`src/rtl/wbrm_pkg.sv`:
```
// Package: shared constants and controller/datapath interface types for the byte rate meter.
`default_nettype none

package wbrm_pkg;

    // Ring geometry
    localparam int DEPTH  = 16;
    localparam int PTR_W  = (DEPTH > 1) ? $clog2(DEPTH) : 1;

    // Field widths
    localparam int DATA_W = 32;
    localparam int FRAC_W = 16;
    localparam int TIME_W = DATA_W + ((DEPTH > 1) ? $clog2(DEPTH) : 0);

    // Divider: dividend is bytes << 16, remainder carries one guard bit
    localparam int DVD_W  = DATA_W + FRAC_W;
    localparam int REM_W  = TIME_W + 1;
    localparam int CNT_W  = $clog2(DVD_W);
    localparam logic [CNT_W-1:0] LAST_STEP = CNT_W'(DVD_W - 1);

    localparam logic [PTR_W-1:0] LAST_POS = PTR_W'(DEPTH - 1);

    typedef struct packed {
        logic capture;    // latch input transaction, form deltas
        logic update;     // update window sums, write rings
        logic div_start;  // load both dividers
        logic div_step;   // one quotient bit per divider
        logic out_load;   // load output register
    } t_dp_cmd;

    typedef struct packed {
        logic div_done;   // current step is the last quotient bit
    } t_dp_status;

endpackage

`default_nettype wire

```
`src/rtl/wbrm_ctrl.sv`:
```
// Controller: sequences capture, window update, division and result handoff.
`default_nettype none

module wbrm_ctrl (
    input  wire                  i_clk,
    input  wire                  i_rst_n,
    input  wire                  s_axis_tvalid,
    output logic                 s_axis_tready,
    output logic                 m_axis_tvalid,
    input  wire                  m_axis_tready,
    output wbrm_pkg::t_dp_cmd    o_cmd,
    input  wbrm_pkg::t_dp_status i_status
);

    typedef enum logic [4:0] {
        ST_IDLE   = 5'b00001,
        ST_UPDATE = 5'b00010,
        ST_SETUP  = 5'b00100,
        ST_DIV    = 5'b01000,
        ST_DONE   = 5'b10000
    } t_state;

    t_state r_state, n_state;
    logic   r_out_valid, n_out_valid;
    logic   out_free;

    assign out_free      = !r_out_valid || m_axis_tready;
    assign s_axis_tready = (r_state == ST_IDLE);
    assign m_axis_tvalid = r_out_valid;

    always_comb begin
        n_state = r_state;
        o_cmd   = '0;
        unique case (r_state)
            ST_IDLE: begin
                if (s_axis_tvalid) begin
                    o_cmd.capture = 1'b1;
                    n_state       = ST_UPDATE;
                end
            end
            ST_UPDATE: begin
                o_cmd.update = 1'b1;
                n_state      = ST_SETUP;
            end
            ST_SETUP: begin
                o_cmd.div_start = 1'b1;
                n_state         = ST_DIV;
            end
            ST_DIV: begin
                o_cmd.div_step = 1'b1;
                if (i_status.div_done) begin
                    n_state = ST_DONE;
                end
            end
            ST_DONE: begin
                if (out_free) begin
                    o_cmd.out_load = 1'b1;
                    n_state        = ST_IDLE;
                end
            end
            default: begin
                n_state = ST_IDLE;
            end
        endcase
    end

    always_comb begin
        if (o_cmd.out_load) begin
            n_out_valid = 1'b1;
        end else if (m_axis_tready) begin
            n_out_valid = 1'b0;
        end else begin
            n_out_valid = r_out_valid;
        end
    end

    always_ff @(posedge i_clk) begin
        if (!i_rst_n) begin
            r_state     <= ST_IDLE;
            r_out_valid <= 1'b0;
        end else begin
            r_state     <= n_state;
            r_out_valid <= n_out_valid;
        end
    end

endmodule

`default_nettype wire

```
`src/rtl/wbrm_dp.sv`:
```
// Datapath: delta capture, sample rings, window sums and two radix-2 dividers.
`default_nettype none

module wbrm_dp (
    input  wire                                i_clk,
    input  wire                                i_rst_n,
    input  wire  [3*wbrm_pkg::DATA_W-1:0]      i_in_data,
    input  wbrm_pkg::t_dp_cmd                  i_cmd,
    output wbrm_pkg::t_dp_status               o_status,
    output logic [2*wbrm_pkg::DATA_W-1:0]      o_out_data,
    output logic                               o_out_sat
);

    localparam int DW = wbrm_pkg::DATA_W;
    localparam int TW = wbrm_pkg::TIME_W;
    localparam int QW = wbrm_pkg::DVD_W;
    localparam int RW = wbrm_pkg::REM_W;

    // Captured tick
    logic [DW-1:0] r_prev_sent, r_prev_recv;
    logic [DW-1:0] r_d_sent, r_d_recv, r_dt;

    // Rings; an entry never written reads as zero
    logic [DW-1:0] r_sent_ring [wbrm_pkg::DEPTH];
    logic [DW-1:0] r_recv_ring [wbrm_pkg::DEPTH];
    logic [DW-1:0] r_time_ring [wbrm_pkg::DEPTH];
    logic [wbrm_pkg::DEPTH-1:0] r_valid;
    logic [wbrm_pkg::PTR_W-1:0] r_pos;

    logic [DW-1:0] old_sent, old_recv, old_time;

    // Window sums
    logic [DW-1:0] r_sent_sum, r_recv_sum;
    logic [TW-1:0] r_time_sum;

    // Dividers
    logic [QW-1:0] r_q_sent, r_q_recv;
    logic [RW-1:0] r_rem_sent, r_rem_recv;
    logic [RW-1:0] trial_sent, trial_recv;
    logic [RW-1:0] div_ext;
    logic          ge_sent, ge_recv;
    logic [wbrm_pkg::CNT_W-1:0] r_cnt;

    logic          time_zero, ovf_sent, ovf_recv;

    assign old_sent = r_valid[r_pos] ? r_sent_ring[r_pos] : '0;
    assign old_recv = r_valid[r_pos] ? r_recv_ring[r_pos] : '0;
    assign old_time = r_valid[r_pos] ? r_time_ring[r_pos] : '0;

    assign o_status.div_done = (r_cnt == wbrm_pkg::LAST_STEP);

    // Restoring step: shift in next dividend bit, subtract if it fits
    assign div_ext    = {1'b0, r_time_sum};
    assign trial_sent = {r_rem_sent[RW-2:0], r_q_sent[QW-1]};
    assign trial_recv = {r_rem_recv[RW-2:0], r_q_recv[QW-1]};
    assign ge_sent    = (trial_sent >= div_ext);
    assign ge_recv    = (trial_recv >= div_ext);

    assign time_zero = (r_time_sum == '0);
    assign ovf_sent  = |r_q_sent[QW-1:DW];
    assign ovf_recv  = |r_q_recv[QW-1:DW];

    always_ff @(posedge i_clk) begin
        if (!i_rst_n) begin
            r_prev_sent <= '0;
            r_prev_recv <= '0;
            r_valid     <= '0;
            r_pos       <= '0;
            r_sent_sum  <= '0;
            r_recv_sum  <= '0;
            r_time_sum  <= '0;
            r_cnt       <= '0;
        end else begin
            if (i_cmd.capture) begin
                r_prev_sent <= i_in_data[DW-1:0];
                r_prev_recv <= i_in_data[2*DW-1:DW];
            end
            if (i_cmd.update) begin
                r_sent_sum     <= r_sent_sum - old_sent + r_d_sent;
                r_recv_sum     <= r_recv_sum - old_recv + r_d_recv;
                r_time_sum     <= r_time_sum - TW'(old_time) + TW'(r_dt);
                r_valid[r_pos] <= 1'b1;
                r_pos          <= (r_pos == wbrm_pkg::LAST_POS) ? '0
                                  : r_pos + wbrm_pkg::PTR_W'(1);
            end
            if (i_cmd.div_start) begin
                r_cnt <= '0;
            end else if (i_cmd.div_step) begin
                r_cnt <= r_cnt + wbrm_pkg::CNT_W'(1);
            end
        end
    end

    // Payload registers
    always_ff @(posedge i_clk) begin
        if (i_cmd.capture) begin
            r_d_sent <= i_in_data[DW-1:0] - r_prev_sent;
            r_d_recv <= i_in_data[2*DW-1:DW] - r_prev_recv;
            r_dt     <= i_in_data[3*DW-1:2*DW];
        end
        if (i_cmd.update) begin
            r_sent_ring[r_pos] <= r_d_sent;
            r_recv_ring[r_pos] <= r_d_recv;
            r_time_ring[r_pos] <= r_dt;
        end
        if (i_cmd.div_start) begin
            r_q_sent   <= {r_sent_sum, {wbrm_pkg::FRAC_W{1'b0}}};
            r_q_recv   <= {r_recv_sum, {wbrm_pkg::FRAC_W{1'b0}}};
            r_rem_sent <= '0;
            r_rem_recv <= '0;
        end else if (i_cmd.div_step) begin
            r_rem_sent <= ge_sent ? trial_sent - div_ext : trial_sent;
            r_rem_recv <= ge_recv ? trial_recv - div_ext : trial_recv;
            r_q_sent   <= {r_q_sent[QW-2:0], ge_sent};
            r_q_recv   <= {r_q_recv[QW-2:0], ge_recv};
        end
        if (i_cmd.out_load) begin
            o_out_data[DW-1:0]    <= (time_zero || ovf_sent) ? '1 : r_q_sent[DW-1:0];
            o_out_data[2*DW-1:DW] <= (time_zero || ovf_recv) ? '1 : r_q_recv[DW-1:0];
            o_out_sat             <= time_zero || ovf_sent || ovf_recv;
        end
    end

endmodule

`default_nettype wire

```
`src/rtl/windowed_byte_rate_meter_unit.sv`:
```
// Top level: sliding-window sent/received byte rate meter.
//
//  channel  dir  payload (low bit first)                         meaning
//  s_axis   in   tdata: sent_total[31:0], received_total[31:0],  one tick
//                       tick_time[31:0] (Q16.16 s)
//  m_axis   out  tdata: sent_rate[31:0], received_rate[31:0];    window rates, bytes/s
//                tuser: saturated
//
// The result register loads after window update, divider load and two parallel restoring
// dividers (one quotient bit per cycle over the 48-bit bytes<<16 dividend), then handoff;
// the next tick is taken in the cycle after the handoff.
// s_axis_tready is high only while the unit is idle; the output register lets the
// next tick start while a result waits, and a finished result waits until the output register is free.
// Reset (i_rst_n low, synchronous) clears totals, sums, ring valid bits and handshakes.
`default_nettype none

module windowed_byte_rate_meter_unit (
    input  wire         i_clk,
    input  wire         i_rst_n,
    input  wire         s_axis_tvalid,
    output logic        s_axis_tready,
    input  wire  [95:0] s_axis_tdata,   // sent_total, received_total, tick_time
    output logic        m_axis_tvalid,
    input  wire         m_axis_tready,
    output logic [63:0] m_axis_tdata,   // sent_rate, received_rate
    output logic        m_axis_tuser    // saturated
);

    wbrm_pkg::t_dp_cmd    cmd;
    wbrm_pkg::t_dp_status status;

    // Sequencer: one tick in flight, output register decoupled from input side
    wbrm_ctrl u_ctrl (
        .i_clk         (i_clk),
        .i_rst_n       (i_rst_n),
        .s_axis_tvalid (s_axis_tvalid),
        .s_axis_tready (s_axis_tready),
        .m_axis_tvalid (m_axis_tvalid),
        .m_axis_tready (m_axis_tready),
        .o_cmd         (cmd),
        .i_status      (status)
    );

    // Rings, running sums and dividers
    wbrm_dp u_dp (
        .i_clk      (i_clk),
        .i_rst_n    (i_rst_n),
        .i_in_data  (s_axis_tdata),
        .i_cmd      (cmd),
        .o_status   (status),
        .o_out_data (m_axis_tdata),
        .o_out_sat  (m_axis_tuser)
    );

endmodule

`default_nettype wire

```
`config.mk`:
```
export PLATFORM = sky130hd
export DESIGN_NAME = windowed_byte_rate_meter_unit
export DESIGN_NICKNAME = d
export VERILOG_FILES = /design/src/rtl/wbrm_pkg.sv /design/src/rtl/wbrm_ctrl.sv /design/src/rtl/wbrm_dp.sv /design/src/rtl/windowed_byte_rate_meter_unit.sv
export SDC_FILE = /design/constraint.sdc
export NUM_CORES = 2
export LEC_CHECK = 0
export ABC_AREA = 1
export BUFFER_PORTS_ARGS = -buffer_cell sky130_fd_sc_hd__buf_2
export CAP_MARGIN = 20
export CORE_UTILIZATION = 35
export CTS_CLUSTER_SIZE = 10
export DETAILED_ROUTE_END_ITERATION = 8
export GPL_TIMING_DRIVEN = 0
export SYNTH_ARGS = -nofsm -noshare
export SYNTH_HDL_FRONTEND = slang
export SYNTH_SLANG_ARGS = --single-unit
export TNS_END_PERCENT = 20
```
`constraint.sdc`:
```
create_clock -name i_clk -period 10.6 [get_ports i_clk]
set_input_delay 0.53 -clock i_clk [delete_from_list [all_inputs] [get_ports i_clk]]
set_output_delay 0.53 -clock i_clk [all_outputs]
set_load 0.02 [all_outputs]
```
Yosys cells after proc, flatten, opt, wreduce, memory -nomap -nowiden:

Memory sizes are Yosys's and may differ from the RTL's. A register that Yosys moved wholly into a read port is not among the register bits.
Index checks and enable logic that the tools add are counted.

* register bits: 525
* RAM bits: 1536
* input bits: 100
* output and inout port bits: 67
* word-level logic and storage cells: 101
* memories kept: 3

* add/subtract/negate cells: 12
* magnitude comparators: 4
* equal/unequal tests: 10
* muxes and demuxes: 35
* bitwise gates (word level): 2
* reduce and logical (&&, ||, !) cells: 13

Memories
* u_dp.r_recv_ring: words 16, width 32, rd ports 1, clocked after Yosys merged registers in 1, write ports 1, line wbrm_dp.sv:25 `logic [DW-1:0] r_recv_ring [wbrm_pkg::DEPTH];`
* u_dp.r_sent_ring: words 16, width 32, rd ports 1, clocked after Yosys merged registers in 1, write ports 1, line wbrm_dp.sv:24 `logic [DW-1:0] r_sent_ring [wbrm_pkg::DEPTH];`
* u_dp.r_time_ring: words 16, width 32, rd ports 1, clocked after Yosys merged registers in 1, write ports 1, line wbrm_dp.sv:26 `logic [DW-1:0] r_time_ring [wbrm_pkg::DEPTH];`

Operator list (count)
* $mux 48: 4
* $sub 32x32->32: 4
* $mux 32: 3
* $ge 37x36->1: 2
* $mux 36: 2
* $sub 36x36->36: 2
* $add 32x32->32: 2
* $add 36x32->36: 1
* $logic_not 36->1: 1
* $sub 36x32->36: 1
* $reduce_or 16->1: 2
* $mux 4: 7
* $pmux 5 s5: 1
* $or 16x16->16: 1
* $mux 5: 3
* $mux 1: 13
* $add 6x1->6 const B: 1
* $eq 6x6->1 const B: 1
* $eq 5x1->1 const B: 1
* $eq 5x2->1 const B: 1
* $eq 5x3->1 const B: 1
* $eq 5x4->1 const B: 1
* $eq 5x5->1 const B: 1
* $lt 4x5->1 const B: 1
* other kinds (14): 19

Longest topological paths before layout:

* depth in word-level cells: 5
* mapped depth: 31
* depth with buffers taken out: 28

Modules after synthesis:

A second synthesis with hierarchy kept.

* cell total of the unflattened synthesis: 9772
* area total of the unflattened synthesis: 98165.4 um^2

Modules (own cells, without submodules)
* wbrm_dp: instances 1, cells each 9724, area an instance 97766.3 um^2, sequential area each 58846.4 um^2
* wbrm_ctrl: instances 1, cells each 48, area an instance 399.1 um^2, sequential area each 120.1 um^2

Worst setup path before layout:

No wires, ideal clock.

* path kind: register -> register
* from: reg u_ctrl.r_state[3]
* to: mem u_dp.r_recv_ring[11][0] in the netlist's numbering, enable pin
* setup time: 553 ps
* arrival time: 5115 ps
* required time: 10047 ps
* setup slack: 4932 ps
* stages on the path, launching flop included: 7
* buffers on the path: 1
* clock period less this slack: 5668 ps
* cell sequence: dfxtp_1 -> nor2_1 -> nand4_1 -> clkbuf_1 -> nor2_1 -> inv_1 -> nor2_1

* longest elaborated chain between the ends: 4

Ends and longest elaborated chain
* from (decl): line wbrm_ctrl.sv:23 `t_state r_state, n_state;`
* from (signal assigned): line wbrm_ctrl.sv:82 `r_state <= n_state;`
* $eq 5x2->1: line wbrm_ctrl.sv:34 `unique case (r_state)`
* $mux 1: line wbrm_ctrl.sv:34
* $mux 1: line wbrm_dp.sv:101 `if (i_cmd.update) begin`
* $mux 1 (implied by the code): line wbrm_dp.sv:103 `r_recv_ring[r_pos] <= r_d_recv;`
* to (decl): line wbrm_dp.sv:25

No other way between the ends.

==> run_results.csv <==
group,metric,value,unit
status,status,"complete, no violations",
synth,synth_edf_count,1761,
setup_path,critPathBufInv,8,
floorplan,die-area,279000,sq um
placement,place_inst,13295,
power,p_per_area,185,nW/um^2
cts,insertion_delay,0.95,ns
setup_path,cp-end-kind,"flop",
route,vias_per_cell,5.53,
cts,cts_root_buffer,"clkbuf_16",
power,peakVddDrop,0.133,mV
cells_and_area,fin_cells,13748,
grt,antenna_found_initial,12,
timing,tns,0,ns
placement,hpwl,261000,um
cts,max-clock-path-buffers,4,
floorplan,fp-row-count,192,
placement,pre_cts_ws,3.76,ns
floorplan,die_h,528,um
synth,syn_inst,9356,
setup_path,critical_path.slowest_cell,"clkbuf_1",
timing,slew_headroom,15.7,%
cells_and_area,drive_above_1_share,7.31,%
placement,io_buffers,165,
cells_and_area,fillCellCount,26379,
setup_path,r2r_cells,22,
timing,maxSlewViolCount,0,
route,first_pass_iters,8,
synth,synth_top_area_share,54.6,%
timing,clock_skew,0.0964,ns
floorplan,fp.coreArea,274000,sq um
synth,synth-main-ff-cell,"edfxtp_1",
floorplan,die_x,528,um
synth,syn_nets,9795,
job,maxCapViolations,0,
setup_path,worstPathRequired,11.36,ns
route,drt-wirelength-per-cell,26.1,um
cells_and_area,seqCellArea,59000,sq um
min_path,min_to,"u_ctrl.r_state[0]",
timing,fin_ws,3.52,ns
setup_path,timing.reg2reg.setup_slack,3.52,ns
synth,synth_most_common_cell,"edfxtp_1",
grt,first_global_vias,73767,
min_path,min_path_cells,5,
setup_path,path_max_fanout,10,
cells_and_area,multi_input_area,32100,sq um
route,post-route-drc-count,0,
route,vias,76036,
synth,synth.ff_latch_count,2065,
synth,synthTopCellsByArea,"edfxtp_1 (55%), dfxtp_1 (6.3%), o21ai_0 (5.4%)",
cells_and_area,final_nets,10391,
setup_path,critical-path-top-delay-family,"buffers and inverters",
synth,ys_seq_area_share,60.9,%
route,drtIter0Drc,9510,
timing,min_period,7.08,ns
setup_path,crit_path_start_kind,"flop",
floorplan,initial_utilization,35.3,%
synth,avgSynthCellArea,10.3,sq um
cts,clock_sinks,2065,
cts,clk_pin_slew,0.06,ns
grt,grt_usage,25.1,%
setup_path,critical_path_class,"flop to flop",
synth,synthArstFlopShare,0,%
setup_path,r2r_end,"u_dp.r_sent_sum[30]",
synth,yosysWarnings,0,
timing,fmax,141,MHz
cts,cts_tree,"done",
grt,grt_overflow,0,
grt,grt_first_pass_wirelength,510000,um
synth,synthTopCellsByCount,"edfxtp_1 (1,761), nand2_1 (1,335), nor2_1 (1,192)",
grt,grt_max_degree,74,
synth,synth_area,96800,sq um
setup_path,cpPeakStageDelay,0.83,ns
route,wl,359000,um
cts,numCtsBuffers,241,
power,p_leak,0.0426,uW
cts,ctsResizeCount,0,
min_path,hold_class,"input pin to flop",
timing,fin_crit_sh,66.8,%
timing,tightest_slew,1.27,ns
min_path,worstHoldStart,"m_axis_tready",
floorplan,ioPinCount,167,
placement,gp_congestion,0.938,
synth,synth_top_area_cell,"edfxtp_1",
timing,rsz0062_at_grt,"no",
timing,setup_viol_count_final,0,
cts,h-tree-depth,4,
route,antenna_left,0,
cells_and_area,syn2layout_area_growth,15.7,%
synth,synth_cell_type_count,56,
setup_path,crit_chain,"clkbuf_1 -> clkinv_1 -> clkbuf_1 -> clkbuf_1 -> o211ai_1 -> nand2_1 -> nand2_1 -> inv_1 -> ha_1 -> inv_1 -> ha_1 -> inv_1 -> fa_1 -> nand3b_1 -> nand2_1 -> a21oi_1 -> o21ai_0 -> nand3_1 -> nand3_1 -> nand3_1 -> nand2_1 -> inv_1",
setup_path,cp.arrival,7.84,ns
timing,hold_viol_final,0,
## power breakdown
group          switching (uW)  total, uW  internal (uW)
Combinational            2580       3730           1150
Clock                    3170       7440           4260
Sequential                400       9560           9160
Total                    6150      20700          14600
## stage by stage
stage	power (uW)	cell area, sq um	hold slack, ns	utilization [%]
finish	20700	112000	0.301	40.8
global route	21500	112000	0.307	40.8
global placement	13300	102000	0.445	37.3
CTS	20700	112000	0.249	40.8
detailed placement	13300	104000	0.446	38.0
floorplan	11900	96800	0.426	-
## flip-flops by register name, indices dropped and copies added, names as in the netlist, 36 cells and up, named ones only
register / flops
u_dp.o_out_data: 64
u_dp.r_q_recv: 48
u_dp.r_q_sent: 48
u_dp.r_recv_ring: 512
u_dp.r_rem_recv: 36
u_dp.r_rem_sent: 36
u_dp.r_sent_ring: 512
u_dp.r_time_ring: 512
u_dp.r_time_sum: 36
## how the worst max path moves through the flow
stage | cells past startpoint | slack (ns) | startpoint | end
6_report | 22 | 3.52 | flop | u_dp.r_sent_sum[30]
5_1_grt | 22 | 3.52 | flop | u_dp.r_sent_sum[30]
4_1_cts | 22 | 3.70 | flop | u_dp.r_sent_sum[30]
3_5_place_dp | 22 | 3.76 | flop | u_dp.r_sent_sum[30]
3_3_place_gp | 6 | -1.80 | u_ctrl.r_state[3] | u_dp.r_time_ring[3][27]
2_1_floorplan | 6 | 4.93 | u_ctrl.r_state[3] | u_dp.r_recv_ring[11][0]
## what timing repair did
item | in CTS | in global routing
hold buffers | 97 | 0
buffers inserted | 0 | 0
endpoints found under the hold margin | 97 | 0
endpoints found under the setup margin | 0 | 0
## layout by cell type, fill, tap and decap left out, types with 15 or more instances in the layout
master         instances
o21bai_1              33
nand4_1               44
nand2_2               23
nor4_1                22
o21ai_1               41
nand3_1              337
nor2_1              1176
clkbuf_16            245
buf_1                 26
o22ai_1              178
nand2_1             1335
a21oi_1              433
fa_1                  98
buf_2                243
a21boi_0              16
a21o_1                33
xor2_1                88
nor2_4                18
o211ai_1             123
ha_1                 241
nor3_1                59
inv_1               1047
buf_12                63
o221ai_1             269
buf_6                 16
nand3b_1              39
dfxtp_1              304
buf_16                21
a31oi_1               15
edfxtp_1            1761
clkbuf_1             377
xnor2_1               53
dlygate4sd3_1         97
o21ai_0             1049
## worst reg2reg max path: stages, from the launching register on
cell	delay [ns]
dfxtp_1	0.30
clkbuf_1	0.83
clkinv_1	0.63
clkbuf_1	0.66
clkbuf_1	0.64
o211ai_1	0.37
nand2_1	0.22
nand2_1	0.23
inv_1	0.21
ha_1	0.32
inv_1	0.06
ha_1	0.16
inv_1	0.06
fa_1	0.44
nand3b_1	0.18
nand2_1	0.19
a21oi_1	0.18
o21ai_0	0.55
nand3_1	0.31
nand3_1	0.17
nand3_1	0.10
nand2_1	0.11
inv_1	0.04
## logic make-up (layout without fill, tap and decap cells)
kind of cell               after synthesis  after routing  share of synthesized area [%]
AOI/OAI and AO/OA                     2217           2217                           13.4
xor gates and xnor gates               141            141                           1.28
adders and majority gates              339            339                           5.14
buffers and inverters                 1499           2195                           6.09
DFF                                   2065           2065                           60.9
other                                    0             10                              0
and+or+nand+nor                       3095           3095                           13.1
## metal layers
layer	part of all wire, %	global-route usage, %	up-vias
met5	0.0036	0	-
met4	6.3	13.9	2
met3	9.8	5.24	779
met2	44	38.9	4091
met1	40	32.7	37325
li1	-	-	33839
## cell type report
class	count	share of cell area [%]
antenna	10	0.0223
multi-input combinational	5792	28.6
buffer	439	1.71
sequential	2065	52.7
clock buffer	327	5.82
timing repair buffer	353	3.33
clock inverter	16	0.154
inverter	1060	3.57
tap	3686	4.12
Power figures use the tool's default switching activity.
